==> src/design/vsi_pkg.sv <==
// Package for the value sorter: payload structs, controller states, command
// and status structs, and the key mapping used by the compare logic.
// No dependencies.
package vsi_pkg;

  localparam int DefMaxItems = 64;
  localparam int KeyW        = 64;
  localparam int OrigW       = 7;

  typedef struct packed {
    logic [KeyW-1:0] key_bits;
    logic            is_last;
  } in_item_t;

  typedef struct packed {
    logic [KeyW-1:0]  sorted_key;
    logic [OrigW-1:0] origin_index;
    logic             overflowed;
    logic             last_out;
  } out_item_t;

  typedef enum logic [1:0] {
    ST_LOAD,
    ST_START,
    ST_SCAN,
    ST_OUT
  } vsi_state_t;

  typedef struct packed {
    logic load;   // store the incoming key
    logic close;  // the set is closed; sample the sort direction
    logic start;  // begin a scan for the next result
    logic emit;   // the current result was taken
  } vsi_cmd_t;

  typedef struct packed {
    logic done;   // scan finished, result register loaded
    logic last;   // the loaded result is the final one of the set
  } vsi_status_t;

  // Maps a double bit pattern to an unsigned value in numeric order.
  function automatic logic [KeyW-1:0] order_key(input logic [KeyW-1:0] bits);
    logic [KeyW-1:0] b;
    b = bits;
    if (b == {1'b1, {(KeyW-1){1'b0}}}) begin
      b = '0;
    end
    if (b[KeyW-1]) begin
      return ~b;
    end
    return b | {1'b1, {(KeyW-1){1'b0}}};
  endfunction

endpackage

==> src/design/vsi_chan_if.sv <==
// Valid/ready channel carrying one payload struct per transaction.
// Depends on nothing; the payload type is a parameter.
interface vsi_chan_if #(parameter type T = logic);
  logic valid;
  logic ready;
  T     data;

  modport source (output valid, output data, input ready);
  modport sink (input valid, input data, output ready);
endinterface

==> src/design/vsi_ctrl.sv <==
// Controller state machine of the value sorter.
// Depends on vsi_pkg.
module vsi_ctrl
  import vsi_pkg::*;
(
  input  logic        clk,
  input  logic        rst_n,
  input  logic        in_valid,
  input  logic        in_last,
  output logic        in_ready,
  output logic        out_valid,
  input  logic        out_ready,
  input  vsi_status_t status,
  output vsi_cmd_t    cmd
);

  vsi_state_t state_r, state_nxt;

  always_ff @(posedge clk) begin
    if (!rst_n) begin
      state_r <= ST_LOAD;
    end else begin
      state_r <= state_nxt;
    end
  end

  always_comb begin
    state_nxt = state_r;
    cmd       = '0;
    in_ready  = 1'b0;
    out_valid = 1'b0;
    unique case (state_r)
      ST_LOAD: begin
        in_ready = 1'b1;
        cmd.load = in_valid;
        if (in_valid && in_last) begin
          cmd.close = 1'b1;
          state_nxt = ST_START;
        end
      end
      ST_START: begin
        cmd.start = 1'b1;
        state_nxt = ST_SCAN;
      end
      ST_SCAN: begin
        if (status.done) begin
          state_nxt = ST_OUT;
        end
      end
      ST_OUT: begin
        out_valid = 1'b1;
        if (out_ready) begin
          cmd.emit  = 1'b1;
          state_nxt = status.last ? ST_LOAD : ST_START;
        end
      end
      default: state_nxt = ST_LOAD;
    endcase
  end

endmodule

==> src/design/vsi_dpath.sv <==
// Datapath of the value sorter: key memory, fill count, and the scan unit
// that finds the next key in (key, position) order. Depends on vsi_pkg.
module vsi_dpath
  import vsi_pkg::*;
#(
  parameter int MaxItems = DefMaxItems
)(
  input  logic            clk,
  input  logic            rst_n,
  input  vsi_cmd_t        cmd,
  input  logic [KeyW-1:0] in_key,
  input  logic            cfg_desc,
  output vsi_status_t     status,
  output out_item_t       out_data
);

  localparam int IW = $clog2(MaxItems);
  localparam int CW = $clog2(MaxItems + 1);

  logic [KeyW-1:0] key_mem [MaxItems];

  logic [CW-1:0]   count_r;
  logic            ovf_r;
  logic            desc_r;
  logic [CW-1:0]   issue_r;
  logic            issuing_r;
  logic            busy_r;
  logic            rd_pend_r;
  logic [IW-1:0]   rd_idx_r;
  logic [KeyW-1:0] rd_key_r;
  logic            found_r;
  logic [KeyW-1:0] best_sk_r;
  logic [KeyW-1:0] best_raw_r;
  logic [IW-1:0]   best_p_r;
  logic            have_prev_r;
  logic [KeyW-1:0] prev_sk_r;
  logic [IW-1:0]   prev_p_r;
  logic [CW-1:0]   emit_cnt_r;
  out_item_t       out_r;

  logic            full;
  logic [KeyW-1:0] cand_sk;
  logic            above_prev;
  logic            below_best;
  logic            scan_done;

  assign full = (count_r == CW'(MaxItems));

  // Descending order is ascending order of the complemented key; the
  // position stays ascending so equal keys keep load order either way.
  assign cand_sk    = desc_r ? ~order_key(rd_key_r) : order_key(rd_key_r);
  assign above_prev = !have_prev_r || ({cand_sk, rd_idx_r} > {prev_sk_r, prev_p_r});
  assign below_best = !found_r || ({cand_sk, rd_idx_r} < {best_sk_r, best_p_r});
  assign scan_done  = busy_r && !issuing_r && !rd_pend_r;

  always_ff @(posedge clk) begin
    if (cmd.load && !full) begin
      key_mem[count_r[IW-1:0]] <= in_key;
    end
    rd_key_r <= key_mem[issue_r[IW-1:0]];
  end

  always_ff @(posedge clk) begin
    if (!rst_n) begin
      count_r     <= '0;
      ovf_r       <= 1'b0;
      desc_r      <= 1'b0;
      issue_r     <= '0;
      issuing_r   <= 1'b0;
      busy_r      <= 1'b0;
      rd_pend_r   <= 1'b0;
      found_r     <= 1'b0;
      have_prev_r <= 1'b0;
      emit_cnt_r  <= '0;
    end else begin
      if (cmd.load) begin
        if (full) begin
          ovf_r <= 1'b1;
        end else begin
          count_r <= count_r + 1'b1;
        end
      end
      if (cmd.close) begin
        desc_r <= cfg_desc;
      end
      rd_pend_r <= issuing_r;
      rd_idx_r  <= issue_r[IW-1:0];
      if (cmd.start) begin
        issue_r   <= '0;
        issuing_r <= 1'b1;
        busy_r    <= 1'b1;
        found_r   <= 1'b0;
      end else if (issuing_r) begin
        issue_r <= issue_r + 1'b1;
        if (issue_r + 1'b1 == count_r) begin
          issuing_r <= 1'b0;
        end
      end
      if (rd_pend_r && above_prev && below_best) begin
        found_r    <= 1'b1;
        best_sk_r  <= cand_sk;
        best_raw_r <= rd_key_r;
        best_p_r   <= rd_idx_r;
      end
      if (scan_done) begin
        busy_r              <= 1'b0;
        out_r.sorted_key    <= best_raw_r;
        out_r.origin_index  <= OrigW'({1'b0, best_p_r} + 1'b1);
        out_r.overflowed    <= ovf_r;
        out_r.last_out      <= (emit_cnt_r + 1'b1 == count_r);
      end
      if (cmd.emit) begin
        prev_sk_r   <= best_sk_r;
        prev_p_r    <= best_p_r;
        // The final result of a set empties the block for the next set.
        have_prev_r <= !out_r.last_out;
        emit_cnt_r  <= out_r.last_out ? '0 : emit_cnt_r + 1'b1;
        if (out_r.last_out) begin
          count_r <= '0;
          ovf_r   <= 1'b0;
        end
      end
    end
  end

  assign status.done = scan_done;
  assign status.last = out_r.last_out;
  assign out_data    = out_r;

endmodule

==> src/design/value_sorter_with_indices.sv <==
// Top level of the value sorter: stable argsort of up to MaxItems doubles.
// Depends on vsi_pkg, vsi_chan_if, vsi_ctrl and vsi_dpath.
//
//   channel   direction  payload                                     handshake
//   in_chan   in         key_bits, is_last                           valid/ready
//   out_chan  out        sorted_key, origin_index, overflowed, last  valid/ready
//   cfg_*     in         cfg_wdata = descending                      cfg_we
//
// Keys load one per cycle while a set is open. After the closing key, one
// full pass over the key memory's single read port picks each next result.
// Reset is synchronous and active low; it empties the set and clears the
// direction. The input stalls while results are produced, and a stalled
// result holds in the output register until taken.
module value_sorter_with_indices
  import vsi_pkg::*;
#(
  parameter int MaxItems = DefMaxItems
)(
  input  logic       clk,
  input  logic       rst_n,
  vsi_chan_if.sink   in_chan,
  vsi_chan_if.source out_chan,
  input  logic       cfg_we,
  input  logic       cfg_wdata
);

  logic        cfg_desc_r;
  vsi_cmd_t    cmd;
  vsi_status_t status;
  in_item_t    in_item;

  always_ff @(posedge clk) begin
    if (!rst_n) begin
      cfg_desc_r <= 1'b0;
    end else if (cfg_we) begin
      cfg_desc_r <= cfg_wdata;
    end
  end

  assign in_item = in_chan.data;

  vsi_ctrl u_ctrl (
    .clk       (clk),
    .rst_n     (rst_n),
    .in_valid  (in_chan.valid),
    .in_last   (in_item.is_last),
    .in_ready  (in_chan.ready),
    .out_valid (out_chan.valid),
    .out_ready (out_chan.ready),
    .status    (status),
    .cmd       (cmd)
  );

  vsi_dpath #(.MaxItems(MaxItems)) u_dpath (
    .clk      (clk),
    .rst_n    (rst_n),
    .cmd      (cmd),
    .in_key   (in_item.key_bits),
    .cfg_desc (cfg_desc_r),
    .status   (status),
    .out_data (out_chan.data)
  );

  // Loading and emitting never overlap.
  a_no_overlap: assert property (@(posedge clk) disable iff (!rst_n)
    !(in_chan.ready && out_chan.valid))
    else $error("input ready while a result is offered");

  // A closing transaction stops further input until the set drains.
  a_close_stalls: assert property (@(posedge clk) disable iff (!rst_n)
    (in_chan.valid && in_chan.ready && in_item.is_last) |=> !in_chan.ready)
    else $error("input accepted right after closing a set");

  // Taking the final result reopens the input.
  a_drain_reopens: assert property (@(posedge clk) disable iff (!rst_n)
    (out_chan.valid && out_chan.ready && out_chan.data.last_out) |=> in_chan.ready)
    else $error("input not ready after the final result");

endmodule

==> src/flat_wrapper.sv <==
// flat-port wrapper written by rule: the top's interface ports become plain ports
module value_sorter_with_indices_flat import vsi_pkg::*;
#(
  parameter int MaxItems = DefMaxItems
)
  (clk, rst_n, cfg_we, cfg_wdata, in_chan_valid, in_chan_data, in_chan_ready, out_chan_valid, out_chan_data, out_chan_ready);
  vsi_chan_if #(.T(in_item_t)) in_chan_i ();
  vsi_chan_if #(.T(out_item_t)) out_chan_i ();
  input  logic clk;
  input  logic rst_n;
  input  logic cfg_we;
  input  logic cfg_wdata;
  input wire logic [$bits(in_chan_i.valid)-1:0] in_chan_valid;
  input wire logic [$bits(in_chan_i.data)-1:0] in_chan_data;
  output wire logic [$bits(in_chan_i.ready)-1:0] in_chan_ready;
  output wire logic [$bits(out_chan_i.valid)-1:0] out_chan_valid;
  output wire logic [$bits(out_chan_i.data)-1:0] out_chan_data;
  input wire logic [$bits(out_chan_i.ready)-1:0] out_chan_ready;
  assign in_chan_i.valid = in_chan_valid;
  assign in_chan_i.data = in_chan_data;
  assign in_chan_ready = in_chan_i.ready;
  assign out_chan_valid = out_chan_i.valid;
  assign out_chan_data = out_chan_i.data;
  assign out_chan_i.ready = out_chan_ready;
  value_sorter_with_indices #(.MaxItems(MaxItems)) u_core (.clk(clk), .rst_n(rst_n), .in_chan(in_chan_i), .out_chan(out_chan_i), .cfg_we(cfg_we), .cfg_wdata(cfg_wdata));
endmodule
==> config.mk <==
export PLATFORM = sky130hd
export DESIGN_NAME = value_sorter_with_indices_flat
export DESIGN_NICKNAME = d
export VERILOG_FILES = /design/src/design/vsi_pkg.sv /design/src/design/vsi_chan_if.sv /design/src/design/vsi_ctrl.sv /design/src/design/vsi_dpath.sv /design/src/design/value_sorter_with_indices.sv /design/src/flat_wrapper.sv
export SDC_FILE = /design/constraint.sdc
export NUM_CORES = 2
export LEC_CHECK = 0
export ABC_AREA = 1
export BUFFER_PORTS_ARGS = -buffer_cell sky130_fd_sc_hd__buf_2
export CORE_MARGIN = 2
export CORE_UTILIZATION = 25
export DETAILED_ROUTE_END_ITERATION = 7
export SLEW_MARGIN = 10
export SYNTH_ARGS = -nofsm -noshare
export SYNTH_HDL_FRONTEND = slang
export SYNTH_HIERARCHICAL = 1
export SYNTH_SLANG_ARGS = --single-unit
==> constraint.sdc <==
create_clock -name clk -period 16.3 [get_ports clk]
set_input_delay 0.815 -clock clk [delete_from_list [all_inputs] [get_ports clk]]
set_output_delay 0.815 -clock clk [all_outputs]
set_load 0.01 [all_outputs]
# == Yosys cells after proc, flatten, opt, wreduce, memory -nomap -nowiden ==
# Memories as Yosys holds them, arrays and structs flattened. A register that Yosys moved wholly into a read port is not among the register bits.
# Cells that the tools add are included.
# word_totals
latchBits,0
ram_bits,4096
rom_bits,0
ff_bits,314
inputBits,71
memories,1
# mem_list
name,depth,word_bits,rd,rd_clocked_by_memory_dff,write_ports,line,source
u_core.u_dpath.key_mem,64,64,1,1,1,vsi_dpath.sv:20,logic [KeyW-1:0] key_mem [MaxItems];
# op_classes
n_eq_ne,10
div_mod_pow,0
magnitude_cmp,2
muxes,33
n_addsub,4
shift,0
multipliers,0
reduce_logical,22
bitwise_logic,3
# op_table
cell,n
2-to-1 mux 64 bit,4
NOT 64 bit,2
> comparator 70 bit,1
less-than comparator 70 bit,1
== test 64 bit (second input constant),1
2-to-1 mux 7 bit,5
adder 7 x 1 -> 7 bit (second input constant),3
2-to-1 mux 1 bit,19
== test 7 bit,2
2-to-1 mux 2 bit,4
case mux 2 bit (4 select lines),1
adder 6 x 1 -> 7 bit (second input constant),1
== test 7 bit (second input constant),1
logical AND 1 bit,6
zero test 1 bit,6
inequality test 2 bit (second input constant),3
AND reduction 2 bit,3
== test 2 bit (second input constant),2
OR reduction 2 bit,2
AND reduction 3 bit,1
== test 2 x 1 -> 1 bit (second input constant),1
zero test 2 bit,1
logical OR 1 bit,2
nonzero test 2 bit,1
NOT 1 bit,1

# == Depth between registers and ports, before layout ==
# logic_depth
depth_word,12
mapped_depth,30

# == By module ==
# The synthesis kept the hierarchy.
# by_module_without_submodules
mod,cells_each,seq_area_each_um2,area_per_inst_um2,n_inst
vsi_dpath,13769,133337.9,177462.7,1
vsi_ctrl,33,40.0,211.5,1
value_sorter_with_indices,6,20.0,41.3,1

# == Worst setup path after synthesis ==
# No wires, ideal clock.
# synth_path
path_type,input port to flip-flop
start,input port rst_n
end,register u_core.u_dpath.out_r (netlist bit u_core/u_dpath/out_data[0]) (enable)
setup_slack_ns,7.671
path_stages,3
n_path_buf,1
t_required_ns,15.616
t_arrival_ns,7.945
setup_ns,0.684
path_cell_list,inv_1 -> clkbuf_1 -> nor4_1
# synth_via
elab_chain_cells,1
# synth_lines
element,line,source
from (decl),flat_wrapper.sv:10,input logic rst_n;
AND reduction 2 bit (no line),--,
to (decl),vsi_dpath.sv:39,out_item_t out_r;
# Every way passes these cells.
# A chain may end at the register's enable or synchronous reset.

# == Worst setup path after layout ==
# layout_path
start,"register u_core.u_dpath.rd_key_r[45], read port of u_core.u_dpath.key_mem"
end,register u_core.u_dpath.best_sk_r[1] (enable)
# layout_via
elab_chain_cells,12
word_cells_on_any_way,15
classes_between,order compare (2); eq/ne (1); mux (5); bitwise (2); reduce/logical (5)
# layout_lines
element,line,source
from (decl),vsi_dpath.sv:30,logic [KeyW-1:0] rd_key_r;
== test 64 bit *,vsi_pkg.sv:45,"if (b == {1'b1, {(KeyW-1){1'b0}}}) begin"
2-to-1 mux 64 bit *,vsi_pkg.sv:45,
NOT 64 bit,vsi_pkg.sv:49,return ~b;
2-to-1 mux 64 bit,vsi_pkg.sv:48,if (b[KeyW-1]) begin
2-to-1 mux 64 bit *,vsi_pkg.sv:51,"return b | {1'b1, {(KeyW-1){1'b0}}};"
NOT 64 bit,vsi_dpath.sv:51,assign cand_sk = desc_r ? ~order_key(rd_key_r) : order_key(rd_key_r);
2-to-1 mux 64 bit *,vsi_dpath.sv:51,
via u_core.u_dpath.cand_sk[47],vsi_dpath.sv:42,logic [KeyW-1:0] cand_sk;
> comparator 70 bit,vsi_dpath.sv:52,"assign above_prev = !have_prev_r || ({cand_sk, rd_idx_r} > {prev_sk_r, prev_p_r});"
logical OR 1 bit,vsi_dpath.sv:52,
logical AND 1 bit,vsi_dpath.sv:99,if (rd_pend_r && above_prev && below_best) begin
logical AND 1 bit *,vsi_dpath.sv:99,
AND reduction 2 bit (no line) *,--,
to (signal assigned),vsi_dpath.sv:101,best_sk_r <= cand_sk;
to (decl),vsi_dpath.sv:32,logic [KeyW-1:0] best_sk_r;
# Mark *: on every way through the listed nets, which the timed path passes. The rest lies on a longest branch. The select of a mux whose other input is x is not followed.

==> metrics.md <==
| Metric | Value |
|---|---|
| RSZ-0062 raised after global routing | no |
| Drt first pass iters | 6 |
| Minimum clock period | 6.11 ns |
| Rows | 309 |
| Startpoint types | flip-flop |
| Lkg Pwr | 0.0660 µW |
| Crit Path Category | flip-flop to flip-flop |
| Initial core utilization | 0.251 |
| Internal | 20,700 µW |
| Port Buffers | 145 |
| Crit path max fanout | 88 |
| Post-CTS Resized | 0 |
| Slowest CP cell | buf_4 |
| Post-synthesis adder-cell area fraction | 0.0105 |
| WP buf/inv | 4 |
| First-pass GRT wire length | 803,000 µm |
| Tightest Pin Transition | 1.34 ns |
| Sequential element share of the synthesized area | 0.751 |
| Starting DRT DRC Count | 15,900 |
| Worst setup margin | 10.19 ns |
| Most frequent CP cell | nand2_1 |
| Final net count | 13,900 |
| GRT overflow | 0 |
| Most frequent cells in the layout | 4,379 x edfxtp_1, 2,137 x nor2_1, 1,859 x o21ai_0, 1,324 x nand2_1, 1,025 x o22ai_1 |
| Largest net degree at the start of global routing | 188 |
| Switching Fraction | 0.346 |
| Netlist cell types | 41 |
| H-tree lvl count | 5 |
| Simple-Gate Fraction of Synth Area | 0.105 |
| Final Hold Violating Endpoints | 0 |
| CTS tree | built |
| Post-CTS Setup Bufs | 0 |
| # DRC | 0 |
| Worst ir drop on vdd | 0.000142 V |
| Final GP Congestion | 0.803 |
| Multiplexer share of the synthesized area | 0 |
| Final sum of negative setup slack | 0 ns |
| Max cap viols | 0 |
| Total die area | 718,000 µm² |
| Syn Area/Cell | 12.9 µm² |
| DIE WIDTH | 847 µm |
| I/O Pins | 146 |
| Area growth syn-to-layout | 14.0% |
| Most common cell after layout, fill and taps aside | edfxtp_1 |
| Fin cells | 23,600 |
| Pwr/cell area | 156 nW/µm² |
| Max-slew violations | 0 |
| Post-synthesis sequential element count | 4,474 |
| CP max stage delay | 0.92 ns |
| Status | finished, final reports clean |
| Clock Path Buffers | 4 |
| Worst-path clk slew | 0.06 ns |
| Clk_skew | 0.0891 ns |
| YS warnings | 6 |
| Max Freq | 164 MHz |
| Vias | 118,000 |
| Hpwl dp | 295,000 µm |
| Arrival time worst endpoint | 6.70 ns |
| # hold bufs at CTS | 0 |
| Xor/xnor share of the synthesized area | 0.00123 |
| Critical path capture point type | flip-flop |
| Clock sink count | 4,474 |
| Hold crit path type | input pin to flip-flop |
| Clock Power Share | 0.311 |
| Fin crit share | 0.375 |
| Synth Flop Type | edfxtp_1 |
| Synth Area in Compound Gates | 0.101 |
| Number of CTS-inserted buffers | 425 |
| Post-Route WL | 572,000 µm |
| Required time worst endpoint | 16.89 ns |
| Combinational share of power | 0.271 |
| Crit path max-delay family | simple AND/OR/NAND/NOR gates |
| Switch Pwr | 10,900 µW |
| DR vias/cell | 4.97 |
| Asr flop ratio synth | 0 |
| Vias in the first global route | 108,000 |
| Largest family of logic cells by synthesized area | simple AND/OR/NAND/NOR gates |
| Post-Syn Instances | 13,800 |
| Share of cells above drive strength 1 | 0.0774 |
| DRT antenna net count | 0 |
| Clk Latency, worst-skew pair | 1.04 ns |
| All-Layer GR Usage | 0.151 |
| EDFF count, synth | 4,379 |
| Routed WL per cell | 24.2 µm |
| CORE AREA | 708,000 µm² |
| Sequential Power Share | 0.418 |
| CTS root buffer | clkbuf_16 |
| Initial antenna violation count | 79 |
| Worst rel slew slack | 0.106 |
| Die Height | 847 µm |
| Inst Count DP | 22,800 |
| Place WS | 10.28 ns |
| Crit-path cells | nor4_1, nand4_1, nor2_1, nand2_1, nand3_2, buf_4, nand3_1, nand2_1, inv_1, ha_1, nand2_1, nor2_1, a21oi_1, a21oi_1, nor2_1, nand2_1, nand2_1, nand2_1, nand3_1, inv_6, buf_4 |
| Post-Synthesis Cell Area | 178,000 µm² |
| Final setup violation count | 0 |
| Mapped Nets | 14,000 |
[registers in the layout, summed over array words and instances (netlist names), 2 cells and up]
register / count
u_core/u_dpath/emit_cnt_r: 7
u_core/u_dpath/best_p_r: 6
u_core/u_dpath/issue_r: 7
u_core/u_dpath/rd_key_r: 64
u_core/u_dpath/best_sk_r: 64
u_core/u_dpath/key_mem: 4096
u_core/u_dpath/prev_p_r: 6
u_core/u_dpath/count_r: 7
u_core/u_ctrl/state_r: 2
u_core/u_dpath/rd_idx_r: 6
u_core/u_dpath/best_raw_r: 64
u_core/u_dpath/out_data: 73
u_core/u_dpath/prev_sk_r: 64
[per-stage QoR]
stage                     hold WS, ns  total power (µW)  area, µm²  utilization
after global routing           0.0941             32900     202000        0.286
after CTS                      0.0233             31600     202000        0.286
final                          0.0908             31600     203000        0.286
after global placement          0.407             21800     189000        0.266
after detailed placement        0.405             21900     189000        0.266
after floorplan                 0.400             18700     178000            -
[layout make-up]
class,count,area (µm²)
clock inverter,265,2520
clock buffer,521,11200
multi-input combinational,8046,39000
fill,71600,506000
tap,9485,11900
antenna,85,213
inverter,358,1420
sequential,4474,133000
timing repair buffer,408,2930
[synthesized netlist by cell type (2+ instances only)]
master	number	share of area
a211oi_1	3	0.00013
a21boi_0	2	0.000084
a21o_1	9	0.00038
a21oi_1	195	0.0055
buf_1	67	0.0014
buf_2	184	0.0052
buf_4	26	0.0011
buf_6	78	0.0049
clkbuf_1	572	0.012
clkbuf_2	3	0.000084
dfxtp_1	95	0.011
edfxtp_1	4379	0.74
ha_1	149	0.010
inv_1	353	0.0075
inv_2	3	0.000063
nand2_1	1326	0.028
nand3_1	921	0.026
nand3b_1	2	0.000084
nand4_1	17	0.00060
nor2_1	2198	0.046
nor3_1	9	0.00025
nor3b_1	2	0.000084
nor4_1	19	0.00067
o211ai_1	4	0.00017
o21a_1	3	0.00013
o21ai_0	1859	0.052
o21ai_1	205	0.0058
o21bai_1	2	0.000084
o22ai_1	1025	0.036
or2_1	64	0.0023
xnor2_1	4	0.00020
xor2_1	21	0.0010
[per-layer routing]
metal,wire length [µm],track usage,vias to the layer above
met1,225000,0.202,59200
met4,21900,0.0568,18
met3,58200,0.0273,1133
met5,111,0,-
li1,-,-,50500
met2,266000,0.245,6660
[cells by family after synthesis]
family,count (synthesis)
and+or+nand+nor,4563
buffers and inverters,1288
AOI/OAI and AO/OA,3309
DFF,4474
xor gates and xnor gates,25
adders and majority gates,149
[worst min-delay path, cell delays in order]
cell	delay (ns)
buf_2	0.09
nor2_1	0.04
nor2_2	0.08
[power groups by stage]
stage | Clock [µW] | Combinational [µW] | Sequential (µW)
floorplan | 0 | 5370 | 13300
detailed placement | 0 | 8420 | 13500
CTS | 9960 | 8450 | 13200
finish | 9840 | 8570 | 13200
global route | 10400 | 9290 | 13200
global placement | 0 | 8360 | 13400
[path summary, 6_finish.rpt]
| kind | cells past startpoint | slack [ns] | to | from |
|---|---|---|---|---|
| worst max-delay path | 21 | 10.19 | u_core/u_dpath/best_sk_r[1] | u_core/u_dpath/rd_key_r[45] |
| worst min-delay path | 3 | 0.09 | u_core/cfg_desc_r | cfg_we |
| worst max register to register | 21 | 10.19 | u_core/u_dpath/best_sk_r[1] | u_core/u_dpath/rd_key_r[45] |
| worst min register to register | 0 | 0.39 | u_core/u_dpath/prev_sk_r[21] | u_core/u_dpath/best_sk_r[21] |
(Power assumes the default switching activity.)
